[src/bpa_pkg.sv]
`timescale 1ns / 1ps
// ----------------------------------------------------------------------------
// bpa_pkg
// Shared types and constants of the buddy page allocator: sizes, codes,
// sequencer state, datapath commands and status.
// ----------------------------------------------------------------------------
package bpa_pkg;

  localparam int unsigned PAGE_COUNT = 65536;
  localparam int unsigned TOP_ORDER  = 10;
  localparam int unsigned PAGE_SHIFT = 12;

  localparam int unsigned NUM_ORD = TOP_ORDER + 1;
  localparam int unsigned PFN_W   = $clog2(PAGE_COUNT);
  localparam int unsigned LINK_W  = PFN_W + 1;
  localparam int unsigned ORD_W   = 4;
  localparam int unsigned ADDR_W  = 33;
  localparam int unsigned BASE_W  = 32;
  localparam int unsigned CNT_W   = 17;
  localparam int unsigned MARK_W  = 2;
  localparam int unsigned RNG_W   = 17;

  localparam logic [LINK_W-1:0] NIL       = LINK_W'(PAGE_COUNT);
  localparam logic [CNT_W-1:0]  COUNT_MAX = '1;
  localparam logic [ORD_W-1:0]  ORD_TOP   = ORD_W'(TOP_ORDER);

  localparam logic [MARK_W-1:0] MARK_FREE = 2'b01;
  localparam logic [MARK_W-1:0] MARK_RESV = 2'b10;

  localparam logic [BASE_W-1:0] BASE_RESET    = 32'h0010_0000;
  localparam logic [CNT_W-1:0]  MANAGED_RESET = 17'd16384;

  localparam logic CFG_BASE    = 1'b0;
  localparam logic CFG_MANAGED = 1'b1;

  typedef enum logic [1:0] {
    ACT_ALLOC = 2'd0,
    ACT_FREE  = 2'd1,
    ACT_RESV  = 2'd2,
    ACT_REL   = 2'd3
  } act_e;

  typedef enum logic [1:0] {
    RES_DONE    = 2'd0,
    RES_OOM     = 2'd1,
    RES_INVALID = 2'd2
  } res_e;

  typedef enum logic [4:0] {
    ST_CLR, ST_IDLE, ST_DISP,
    ST_A_SPLIT, ST_A_SPLIT_W, ST_A_SPLIT_HI, ST_A_POP_W,
    ST_F_CHK,
    ST_M_TOP, ST_M_CHK,
    ST_RM_HEAD, ST_RM_HW, ST_RM_WALK, ST_RM_WW, ST_RM_FW, ST_RM_END,
    ST_M_HI, ST_M_HW, ST_M_LO, ST_M_LW, ST_M_RET,
    ST_R_LOOP, ST_R_W,
    ST_FIN
  } state_e;

  typedef enum logic [4:0] {
    OP_NONE, OP_CLEAR, OP_LOAD, OP_REJECT, OP_OOM,
    OP_A_FIND, OP_A_SPLIT_RD, OP_A_SPLIT_LO, OP_A_SPLIT_HI, OP_A_POP_RD, OP_A_POP_WR,
    OP_F_RD, OP_F_PUSH,
    OP_M_RD, OP_RM_SELF, OP_RM_MATE, OP_RM_HRD, OP_RM_HWR, OP_RM_WRD, OP_RM_STEP,
    OP_RM_FRD, OP_RM_FWR,
    OP_M_HRD, OP_M_HWR, OP_M_LRD, OP_M_LWR,
    OP_R_RD, OP_R_RESV, OP_R_SKIP, OP_R_PUSH,
    OP_FIN
  } op_e;

  typedef struct packed {
    act_e act;
    logic ord_bad;
    logic alloc_none;
    logic free_bad;
    logic rng_bad;
    logic split_done;
    logic mark_free;
    logic mark_resv;
    logic mate_match;
    logic top;
    logic wk_nil;
    logic wk_hit;
    logic link_hit;
    logic steps_max;
    logic rng_end;
    logic out_free;
    logic clr_last;
  } sts_t;

endpackage

[src/bpa_ctrl.sv]
`timescale 1ns / 1ps
// ----------------------------------------------------------------------------
// bpa_ctrl
// Sequencer: clearing pass, request dispatch, split, free, merge,
// list removal walk and range walk.
// ----------------------------------------------------------------------------
module bpa_ctrl (
  input  logic          clk_i,
  input  logic          rst_ni,
  input  logic          in_valid_i,
  output logic          in_ready_o,
  input  bpa_pkg::sts_t sts_i,
  output bpa_pkg::op_e  op_o
);
  import bpa_pkg::*;

  state_e state_q, state_d;
  logic   second_q, second_d;

  always_ff @(posedge clk_i or negedge rst_ni) begin
    if (!rst_ni) begin
      state_q  <= ST_CLR;
      second_q <= 1'b0;
    end else begin
      state_q  <= state_d;
      second_q <= second_d;
    end
  end

  always_comb begin
    state_d    = state_q;
    second_d   = second_q;
    op_o       = OP_NONE;
    in_ready_o = state_q == ST_IDLE;
    unique case (state_q)
      ST_CLR: begin
        op_o = OP_CLEAR;
        if (sts_i.clr_last) begin
          state_d = ST_IDLE;
        end
      end
      ST_IDLE: begin
        if (in_valid_i) begin
          op_o    = OP_LOAD;
          state_d = ST_DISP;
        end
      end
      ST_DISP: begin
        unique case (sts_i.act)
          ACT_ALLOC: begin
            if (sts_i.ord_bad) begin
              op_o    = OP_REJECT;
              state_d = ST_FIN;
            end else if (sts_i.alloc_none) begin
              op_o    = OP_OOM;
              state_d = ST_FIN;
            end else begin
              op_o    = OP_A_FIND;
              state_d = ST_A_SPLIT;
            end
          end
          ACT_FREE: begin
            if (sts_i.ord_bad || sts_i.free_bad) begin
              op_o    = OP_REJECT;
              state_d = ST_FIN;
            end else begin
              op_o    = OP_F_RD;
              state_d = ST_F_CHK;
            end
          end
          default: begin
            if (sts_i.rng_bad) begin
              op_o    = OP_REJECT;
              state_d = ST_FIN;
            end else begin
              state_d = ST_R_LOOP;
            end
          end
        endcase
      end
      ST_A_SPLIT: begin
        if (sts_i.split_done) begin
          op_o    = OP_A_POP_RD;
          state_d = ST_A_POP_W;
        end else begin
          op_o    = OP_A_SPLIT_RD;
          state_d = ST_A_SPLIT_W;
        end
      end
      ST_A_SPLIT_W: begin
        op_o    = OP_A_SPLIT_LO;
        state_d = ST_A_SPLIT_HI;
      end
      ST_A_SPLIT_HI: begin
        op_o    = OP_A_SPLIT_HI;
        state_d = ST_A_SPLIT;
      end
      ST_A_POP_W: begin
        op_o    = OP_A_POP_WR;
        state_d = ST_FIN;
      end
      ST_F_CHK: begin
        if (sts_i.mark_resv) begin
          op_o    = OP_REJECT;
          state_d = ST_FIN;
        end else begin
          op_o    = OP_F_PUSH;
          state_d = ST_M_TOP;
        end
      end
      ST_M_TOP: begin
        if (sts_i.top) begin
          state_d = ST_M_RET;
        end else begin
          op_o    = OP_M_RD;
          state_d = ST_M_CHK;
        end
      end
      ST_M_CHK: begin
        if (!sts_i.mark_free || !sts_i.mate_match) begin
          state_d = ST_M_RET;
        end else begin
          op_o     = OP_RM_SELF;
          second_d = 1'b0;
          state_d  = ST_RM_HEAD;
        end
      end
      ST_RM_HEAD: begin
        if (sts_i.wk_nil) begin
          state_d = ST_RM_END;
        end else if (sts_i.wk_hit) begin
          op_o    = OP_RM_HRD;
          state_d = ST_RM_HW;
        end else begin
          op_o    = OP_RM_WRD;
          state_d = ST_RM_WW;
        end
      end
      ST_RM_HW: begin
        op_o    = OP_RM_HWR;
        state_d = ST_RM_END;
      end
      ST_RM_WALK: begin
        if (sts_i.wk_nil) begin
          state_d = ST_RM_END;
        end else begin
          op_o    = OP_RM_WRD;
          state_d = ST_RM_WW;
        end
      end
      ST_RM_WW: begin
        if (sts_i.link_hit) begin
          op_o    = OP_RM_FRD;
          state_d = ST_RM_FW;
        end else if (sts_i.steps_max) begin
          state_d = ST_RM_END;
        end else begin
          op_o    = OP_RM_STEP;
          state_d = ST_RM_WALK;
        end
      end
      ST_RM_FW: begin
        op_o    = OP_RM_FWR;
        state_d = ST_RM_END;
      end
      ST_RM_END: begin
        if (!second_q) begin
          op_o     = OP_RM_MATE;
          second_d = 1'b1;
          state_d  = ST_RM_HEAD;
        end else begin
          state_d = ST_M_HI;
        end
      end
      ST_M_HI: begin
        op_o    = OP_M_HRD;
        state_d = ST_M_HW;
      end
      ST_M_HW: begin
        op_o    = OP_M_HWR;
        state_d = ST_M_LO;
      end
      ST_M_LO: begin
        op_o    = OP_M_LRD;
        state_d = ST_M_LW;
      end
      ST_M_LW: begin
        op_o    = OP_M_LWR;
        state_d = ST_M_TOP;
      end
      ST_M_RET: begin
        if (sts_i.act == ACT_REL) begin
          op_o    = OP_R_SKIP;
          state_d = ST_R_LOOP;
        end else begin
          state_d = ST_FIN;
        end
      end
      ST_R_LOOP: begin
        if (sts_i.rng_end) begin
          state_d = ST_FIN;
        end else begin
          op_o    = OP_R_RD;
          state_d = ST_R_W;
        end
      end
      ST_R_W: begin
        if (sts_i.act == ACT_RESV) begin
          op_o    = OP_R_RESV;
          state_d = ST_R_LOOP;
        end else if (sts_i.mark_resv) begin
          op_o    = OP_R_SKIP;
          state_d = ST_R_LOOP;
        end else begin
          op_o    = OP_R_PUSH;
          state_d = ST_M_TOP;
        end
      end
      ST_FIN: begin
        if (sts_i.out_free) begin
          op_o    = OP_FIN;
          state_d = ST_IDLE;
        end
      end
      default: state_d = ST_IDLE;
    endcase
  end

  // an accepted request is always dispatched next
  a_disp: assert property (@(posedge clk_i) disable iff (!rst_ni)
    (in_valid_i && in_ready_o) |=> state_q == ST_DISP)
    else $error("request not dispatched");

  // merge writes only after both removals
  a_merge_order: assert property (@(posedge clk_i) disable iff (!rst_ni)
    state_q == ST_M_HI |-> second_q)
    else $error("merge before mate removal");

  // no request taken during the clearing pass
  a_clr_block: assert property (@(posedge clk_i) disable iff (!rst_ni)
    (state_q == ST_CLR) |-> op_o == OP_CLEAR)
    else $error("clearing pass interrupted");

endmodule

[config.mk]
export PLATFORM = sky130hd
export DESIGN_NAME = bpa_ctrl
export DESIGN_NICKNAME = d
export VERILOG_FILES = /design/src/bpa_pkg.sv /design/src/bpa_ctrl.sv
export SDC_FILE = /design/constraint.sdc
export NUM_CORES = 1
export LEC_CHECK = 0
export BUFFER_PORTS_ARGS = -buffer_cell sky130_fd_sc_hd__buf_2
export CAP_MARGIN = 20
export CORE_ASPECT_RATIO = 0.7
export CORE_UTILIZATION = 30
export DETAILED_ROUTE_END_ITERATION = 10
export RECOVER_POWER = 100
export SLEW_MARGIN = 20
export SYNTH_ARGS = -nofsm -noshare
export SYNTH_HDL_FRONTEND = slang
export SYNTH_SLANG_ARGS = --single-unit
[constraint.sdc]
create_clock -name clk_i -period 2.1 [get_ports clk_i]
set_input_delay 0.42 -clock clk_i [delete_from_list [all_inputs] [get_ports clk_i]]
set_output_delay 0.42 -clock clk_i [all_outputs]
set_load 0.02 [all_outputs]
[Word-level counts from Yosys, hierarchy flattened]
Cells that the tools add are included.
Word-level totals
  output and inout port bits: 6
  word-level logic and storage cells: 89
  register bits: 6
Operators by class
  muxes and demuxes: 47
  eq/ne operators: 30
  reduce and logical (&&, ||, !) cells: 10
Operators by type and width (count)
  one-hot mux 5 bit (24 select lines): 1
  one-hot mux 5 bit (23 select lines): 1
  2-to-1 mux 5 bit: 19
  == test 5 x 4 -> 1 bit (second input constant): 8
  == test 5 bit (second input constant): 8
  2-to-1 mux 4 bit: 6
  == test 5 x 3 -> 1 bit (second input constant): 4
  one-hot mux 5 bit (2 select lines): 2
  2-to-1 mux 2 bit: 9
  2-to-1 mux 3 bit: 4
  == test 5 x 2 -> 1 bit (second input constant): 2
  inequality test 2 bit (second input constant): 4
  == test 5 x 1 -> 1 bit (second input constant): 1
  logical NOT 5 bit: 1
  == test 2 bit (second input constant): 2
  2-to-1 mux 1 bit: 4
  AND reduction 3 bit: 1
  == test 2 x 1 -> 1 bit (second input constant): 1
  logical NOT 1 bit: 2
  logical NOT 2 bit: 1
  logical OR 1 bit: 2
  one-hot mux 1 bit (2 select lines): 1
  AND reduction 2 bit: 1
  nonzero test 2 bit: 1
  OR reduction 2 bit: 1

[Longest topological paths before layout]
Gate-level depths: netlist (run 1).
  depth after elaboration: 4
  gate-level depth with buffers: 7
  mapped depth without buffers: 5

[Worst setup path after synthesis (run 1)]
Ideal clock, no wire load.
  path type: reg2out
  start point: register state_q[2]
  end point: output port op_o[1]
  arrival: 1.501 ns
  slack: 0.179 ns
  stages on the path, launching flop included: 7
  buffers on the path: 1
  data required time: 1.680 ns
  cells stage by stage: dfrtp_1 -> buf_6 -> nand2b_1 -> o21ai_1 -> or4b_1 -> o211a_1 -> nand4_1
Between the ends
  word-level cells in the longest chain between the ends: 2
RTL lines
  start: declaration: line bpa_ctrl.sv:17  | state_e state_q, state_d;
  start signal: assignment: line bpa_ctrl.sv:25  | state_q <= state_d;
  == test 5 bit (tied with other cells): line bpa_ctrl.sv:35  | unique case (state_q)
  one-hot mux 5 bit (24 select lines) *: line bpa_ctrl.sv:35
  end: declaration: line bpa_ctrl.sv:13  | output bpa_pkg::op_e op_o
Every way passes the cells marked *; elsewhere a longest branch is shown, timed or not.

[Final worst setup path (run 1)]
  start point: register state_q[1]
  end point: output port op_o[1]
The elaborated chain is that of the path after synthesis.

==> flow_metrics.env, run 1 <==
export IMPL_status="finished with violations"
export IMPL_failed_checks="setup timing"
export IMPL_rows=18
export IMPL_top_layer="met4"
export IMPL_htree_num_levels=1
export IMPL_wire_per_inst_um=16.4
export IMPL_syn2layout_area_growth_pct=63.3
export IMPL_io_pin_count=27
export IMPL_ys_async_sr_fraction=1.00
export IMPL_antenna_found_initial=0
export IMPL_wl_met3_um=587
export IMPL_wl_met1_mm=2.09
export IMPL_final_cell_mix="buf_4 (48), buf_2 (19), nand2_1 (18)"
export IMPL_die_w_um=77.3
export IMPL_worstSetupEndpointType="output port"
export IMPL_yosys_warnings=0
export IMPL_placed_area_um2=1580
export IMPL_setup_viol=6
export IMPL_critPathRequiredTime_ns=1.68
export IMPL_grt_total_usage=0.224
export IMPL_initial_utilization=0.326
export IMPL_yosys_area_top_type="dfrtp_1"
export IMPL_layout_cells_most_common="buf_4"
export IMPL_ctsHoldBuffers=0
export IMPL_grt_pass1_vias=1497
export IMPL_p_per_area_nw_per_um2=1570
export IMPL_tightest_slew_ns=0.594
export IMPL_root_buffer="clkbuf_8"
export IMPL_n_antenna_cell=0
export IMPL_setup_ws_ns=-0.201
export IMPL_arrival_ns=1.88
export IMPL_cap_violations=0
export IMPL_die_y_um=54.7
export IMPL_insertion_delay_ns=0.22
export IMPL_cts_buffers=3
export IMPL_p_comb_frac=0.852
export IMPL_p_int_mw=1.58
export IMPL_synth_nets=193
export IMPL_post_place_ws_ns=-0.0951
export IMPL_synth_compound_area_share=0.322
export IMPL_maxSlewViolCount=0
export IMPL_ant_nets=0
export IMPL_synth_area_leaders="dfrtp_1 (13%), buf_6 (7.6%), nand2_1 (5.7%)"
export IMPL_r2r_slack_ns=-0.02
export IMPL_clk_pin_slew_ns=0.04
export IMPL_rr_worst_depth=8
export IMPL_ys_types=53
export IMPL_switching_share=0.481
export IMPL_yosys_area_top_type_share=0.126
export IMPL_overflow=0
export IMPL_crit_path_max_fanout=6
export IMPL_syn_area_per_cell_um2=6.92
export IMPL_fin_area_um2=1940
export IMPL_drt_initial_drc_count=217
export IMPL_rsz0062_at_grt="yes"
export IMPL_synthSimpleGateAreaFrac=0.430
export IMPL_drc_errors=0
export IMPL_power_frac_seq=0.092
export IMPL_synth_xor_area_frac=0
export IMPL_post_route_period_util=1.10
export IMPL_power_mw=3.05
export IMPL_hold_viol=0
export IMPL_dieArea_um2=4230
export IMPL_firstDrtPassIters=5
export IMPL_r2r_start="state_q[2]"
export IMPL_io_buffers=26
export IMPL_synth_top_family_by_area="simple AND/OR/NAND/NOR gates"
export IMPL_irDropWorstVdd_v=0.000693
export IMPL_max_freq_ghz=0.435
export IMPL_via_per_inst=5.76
export IMPL_synthMuxAreaShare=0
export IMPL_fin_skew_ns=0.00438
export IMPL_ys_seq_area_frac=0.126
export IMPL_coreArea_um2=3650
export IMPL_syn_inst=172
export IMPL_synthFlopType="dfrtp_1"
export IMPL_relSlewSlack=0.600
export IMPL_cp_start_kind="flip-flop"
export IMPL_synthAdderAreaFrac=0
export IMPL_p_sw_mw=1.47
export IMPL_vias=1677
export IMPL_grt_max_degree=16
export IMPL_gp_congestion=0.979
export IMPL_grt_pass1_wl_mm=7.22
export IMPL_layout_drive_gt1_share=0.494
export IMPL_hpwlAfterDp_mm=3.46
export IMPL_period_needed_ns=2.30
export IMPL_hold_path_class="input pin to asynchronous set/reset pin"
export IMPL_fin_nets=264
export IMPL_wirelength_mm=4.77
export IMPL_synth_edff_count=0
export IMPL_leakagePower_nw=0.811
export IMPL_cts_max_path_buffers=2
export IMPL_clock_sinks=6
export IMPL_ys_seq_elements=6
export IMPL_p_clk_frac=0.056
export IMPL_syn_cell_area_um2=1190
export IMPL_worst_r2r_endpoint="state_q[1]"
export IMPL_critPathKind="flip-flop to output port"
export IMPL_cts_tree="built"
export IMPL_wl_met2_mm=2.07
power groups by stage:
| stage | combinational, mW | clock (mW) | sequential, mW |
|---|---|---|---|
| final | 2.60 | 0.172 | 0.280 |
| after global routing | 2.76 | 0.187 | 0.284 |
| after CTS | 2.21 | 0.176 | 0.262 |
| after detailed placement | 1.93 | 0 | 0.252 |
| after global placement | 1.94 | 0 | 0.244 |
| after floorplan | 1.29 | 0 | 0.217 |
cells in the mapped netlist, drive strengths merged (3+ instances only):
library cell / instances
nor2: 17
nand2: 19
or3: 4
a31oi: 3
a221oi: 3
dfrtp: 6
nor2b: 9
nand4: 3
nand2b: 5
o21ai: 10
nor4: 4
nor3: 8
a311oi: 3
nand3: 6
buf: 13
inv: 6
a21oi: 11
a211oi: 5
repair_timing:
action,in CTS,in global routing
hold endpoints to repair,0,0
resized for setup,27,33
setup buffers,7,8
cloned,0,0
setup endpoints to repair,5,7
pin swaps,3,14
metrics by stage:
step / std cells / setup TNS, ns / hold WS [ns] / utilization
after floorplan: 172 / 0 / 0.124 / -
after global placement: 275 / -0.138 / 0.251 / 0.432
after CTS: 285 / -0.678 / 0.0123 / 0.486
final: 291 / -0.796 / 0.0633 / 0.533
after detailed placement: 275 / -0.193 / 0.250 / 0.432
after global routing: 291 / -1.11 / 0.100 / 0.533
area by class of cell:
| type | count | area (um^2) |
|---|---|---|
| repair buffers | 81 | 613 |
| clock buffers | 3 | 41.3 |
| well taps | 50 | 62.6 |
| flip-flops and latches | 6 | 154 |
| fillers | 346 | 1710 |
| multi-input cells | 145 | 1050 |
| inverters | 6 | 22.5 |
metal layers:
layer / track usage / vias up
met5: 0 / -
met2: 0.350 / 106
met1: 0.316 / 776
met4: 0.0440 / 0
li1: - / 789
met3: 0.0533 / 6
state kept, by name (all words and copies together), names as in the netlist:
register  cells
state_q       5
second_q      1
logic make-up after synthesis:
group,count (synthesis)
DFF,6
and+or+nand+nor,90
AOI/OAI and AO/OA,55
buffers and inverters,21
worst max-delay path by stage:
stage               startpoint       to  slack (ns)  depth (start not counted)
finish              state_q[1]  op_o[1]       -0.20                          7
global route        state_q[1]  op_o[1]       -0.26                          7
CTS                 state_q[1]  op_o[1]       -0.18                          7
detailed placement  state_q[2]  op_o[0]        -0.1                          7
global placement    state_q[1]  op_o[2]       -0.07                          8
floorplan           state_q[2]  op_o[1]        0.18                          6
worst max-delay path: stages (launching register included):
cell and delay [ns]:
dfrtp_1 0.43, buf_6 0.16, nand2b_4 0.14, o21ai_2 0.05, or4b_4 0.48, o211a_1 0.15
nand4_1 0.12, buf_6 0.13
(Power assumes the default switching activity.)
==> inputs of run 2 (changes only) <==
Clock period 2.1 ns to 1.95 ns, I/O delays scaled along.
==> run 2 against run 1 <==
Effect of this change:
- the flow still finishes with violations (setup timing)
- register-to-register slack worse by 0.11 ns
- cell area up 18%
- clock-buffer cell count unchanged
- non-clock buffer count up 20
- total power up 31%
- combinational power up 35%
- clock skew down 0.0034 ns
- critical path depth unchanged
- setup slack worse by 0.11 ns
- die area unchanged
- wire length up 22%
- via count up 9.2%
- highest routed layer unchanged
==> flow_metrics.env, run 2 (synthesis gave the netlist of run 1 again) <==
export IMPL_arrival_ns=1.87
export IMPL_critPathBufInv=2
export IMPL_overflow=0
export IMPL_vias=1832
export IMPL_cts_buffers=3
export IMPL_failed_checks="setup timing"
export IMPL_r2r_start="state_q[0]"
export IMPL_antenna_found_initial=0
export IMPL_wirelength_mm=5.83
export IMPL_critPathRequiredTime_ns=1.56
export IMPL_layout_drive_gt1_share=0.590
export IMPL_relSlewSlack=0.685
export IMPL_largestRegisters="state_q: 5 flops, second_q: 1 flops"
export IMPL_crit_start="state_q[2]"
export IMPL_hpwlAfterDp_mm=3.67
export IMPL_leakagePower_nw=0.966
export IMPL_crit_path_top_delay_cell="dfrtp_2"
export IMPL_clk_pin_slew_ns=0.03
export IMPL_drc_errors=0
export IMPL_layout_cells_most_common="buf_4"
export IMPL_switching_share=0.466
export IMPL_worst_r2r_endpoint="state_q[1]"
export IMPL_dieArea_um2=4230
export IMPL_cp_start_kind="flip-flop"
export IMPL_fin_nets=284
export IMPL_cpPeakStageDelay_ns=0.45
export IMPL_irDropWorstVdd_v=0.000900
export IMPL_tightest_slew_ns=0.460
export IMPL_clock_sinks=6
export IMPL_final_cell_mix="buf_4 (55), buf_2 (19), buf_6 (19)"
export IMPL_rsz0062_at_grt="yes"
export IMPL_setup_ws_ns=-0.311
export IMPL_p_per_area_nw_per_um2=1740
export IMPL_syn2layout_area_growth_pct=92.7
export IMPL_power_frac_seq=0.073
export IMPL_crit_path_max_fanout=6
export IMPL_via_per_inst=5.89
export IMPL_grt_pass1_vias=1543
export IMPL_period_needed_ns=2.26
export IMPL_worstSetupEndpointType="output port"
export IMPL_rr_worst_depth=8
export IMPL_p_sw_mw=1.86
export IMPL_insertion_delay_ns=0.22
export IMPL_wl_met2_mm=2.71
export IMPL_cts_tree="built"
export IMPL_whs_ns=0.458
export IMPL_grt_total_usage=0.252
export IMPL_io_pin_count=27
export IMPL_cap_violations=0
export IMPL_post_route_period_util=1.16
export IMPL_ant_nets=0
export IMPL_rows=18
export IMPL_largest_reg_flops=5
export IMPL_hold_viol=0
export IMPL_setup_viol=8
export IMPL_die_w_um=77.3
export IMPL_die_y_um=54.7
export IMPL_wl_met3_um=380
export IMPL_cts_max_path_buffers=2
export IMPL_root_buffer="clkbuf_8"
export IMPL_min_path_cells=3
export IMPL_drt_initial_drc_count=176
export IMPL_critPathKind="flip-flop to output port"
export IMPL_critPathTopFamily="simple AND/OR/NAND/NOR gates"
export IMPL_hold_path_startpoint="sts_i[0]"
export IMPL_path_depth=7
export IMPL_initial_utilization=0.326
export IMPL_htree_num_levels=1
export IMPL_p_int_mw=2.13
export IMPL_firstDrtPassIters=5
export IMPL_maxSlewViolCount=0
export IMPL_status="finished with violations"
export IMPL_max_freq_ghz=0.442
export IMPL_fin_skew_ns=0.000973
export IMPL_wl_met1_mm=2.56
export IMPL_grt_max_degree=16
export IMPL_crit_chain="buf_4 > nor2_1 > nor3_2 > or3_4 > o221a_1 > nand2_1 > buf_6"
export IMPL_p_clk_frac=0.045
export IMPL_largest_register="state_q"
export IMPL_p_comb_frac=0.881
export IMPL_n_antenna_cell=0
export IMPL_r2r_slack_ns=-0.13
export IMPL_wire_per_inst_um=18.7
export IMPL_hold_path_class="input pin to flip-flop"
export IMPL_io_buffers=26
export IMPL_top_layer="met4"
export IMPL_grt_pass1_wl_mm=7.88
export IMPL_coreArea_um2=3650
export IMPL_cp_endpoint="op_o[2]"
export IMPL_gp_congestion=0.985
export IMPL_power_mw=3.99
run 2: changes by cell type in the layout (fill, tap and decap cells not counted), sizes merged:
cell / previous run / this run
buf: 80 / 98
clkbuf: 4 / 5
dlygate4sd3: 0 / 1
run 2: layer usage:
layer  vias up  GRT usage
met2       102      0.419
met3        18     0.0533
met5         -          0
met4         0     0.0692
met1       876      0.335
li1        836          -
run 2: stage by stage:
stage / utilization / cells / instance area [um^2] / setup TNS, ns / setup WS, ns
floorplan: - / 172 / 1190 / 0 / 0.0590
global placement: 0.454 / 284 / 1660 / -0.498 / -0.145
detailed placement: 0.454 / 284 / 1660 / -0.560 / -0.148
CTS: 0.557 / 300 / 2030 / -1.11 / -0.255
global route: 0.629 / 311 / 2290 / -2.08 / -0.417
finish: 0.629 / 311 / 2290 / -1.55 / -0.311
run 2: worst min-delay path by stage:
stage                            end  slack, ns
after floorplan             second_q       0.09
after global placement    state_q[3]       0.22
after detailed placement  state_q[2]       0.22
after CTS                 state_q[0]       0.45
after global routing      state_q[0]       0.45
final                     state_q[0]       0.46
run 2: power groups by stage:
stage / sequential [mW] / clock [mW] / combinational [mW]
6_report: 0.293 / 0.182 / 3.52
5_1_grt: 0.296 / 0.197 / 3.69
4_1_cts: 0.279 / 0.184 / 2.92
3_5_place_dp: 0.265 / 0 / 2.24
3_3_place_gp: 0.262 / 0 / 2.23
2_1_floorplan: 0.234 / 0 / 1.39
run 2: cell type report:
type                            count  area [um^2]
Fill cell                         308         1360
Multi-Input combinational cell    145         1180
Timing Repair Buffer              101          835
Sequential cell                     6          155
Tap cell                           50         62.6
Clock buffer                        3         41.3
Inverter                            6         22.5
run 2: repair_timing:
item                                    4_1_cts  5_1_grt
pin swaps                                    13       17
buffers inserted                             14       13
endpoints found under the setup margin        7        8
gates resized for setup                      55       34
hold buffers                                  1        0
hold endpoints to repair                      6        0
run 2: tightest hold or removal path: cells and delay by family:
kind / cells / cell delay, ns
AO/OA/AOI/OAI: 1 / 0.13
AND/OR/NAND/NOR: 1 / 0.03
buffers and inverters: 1 / 0.08
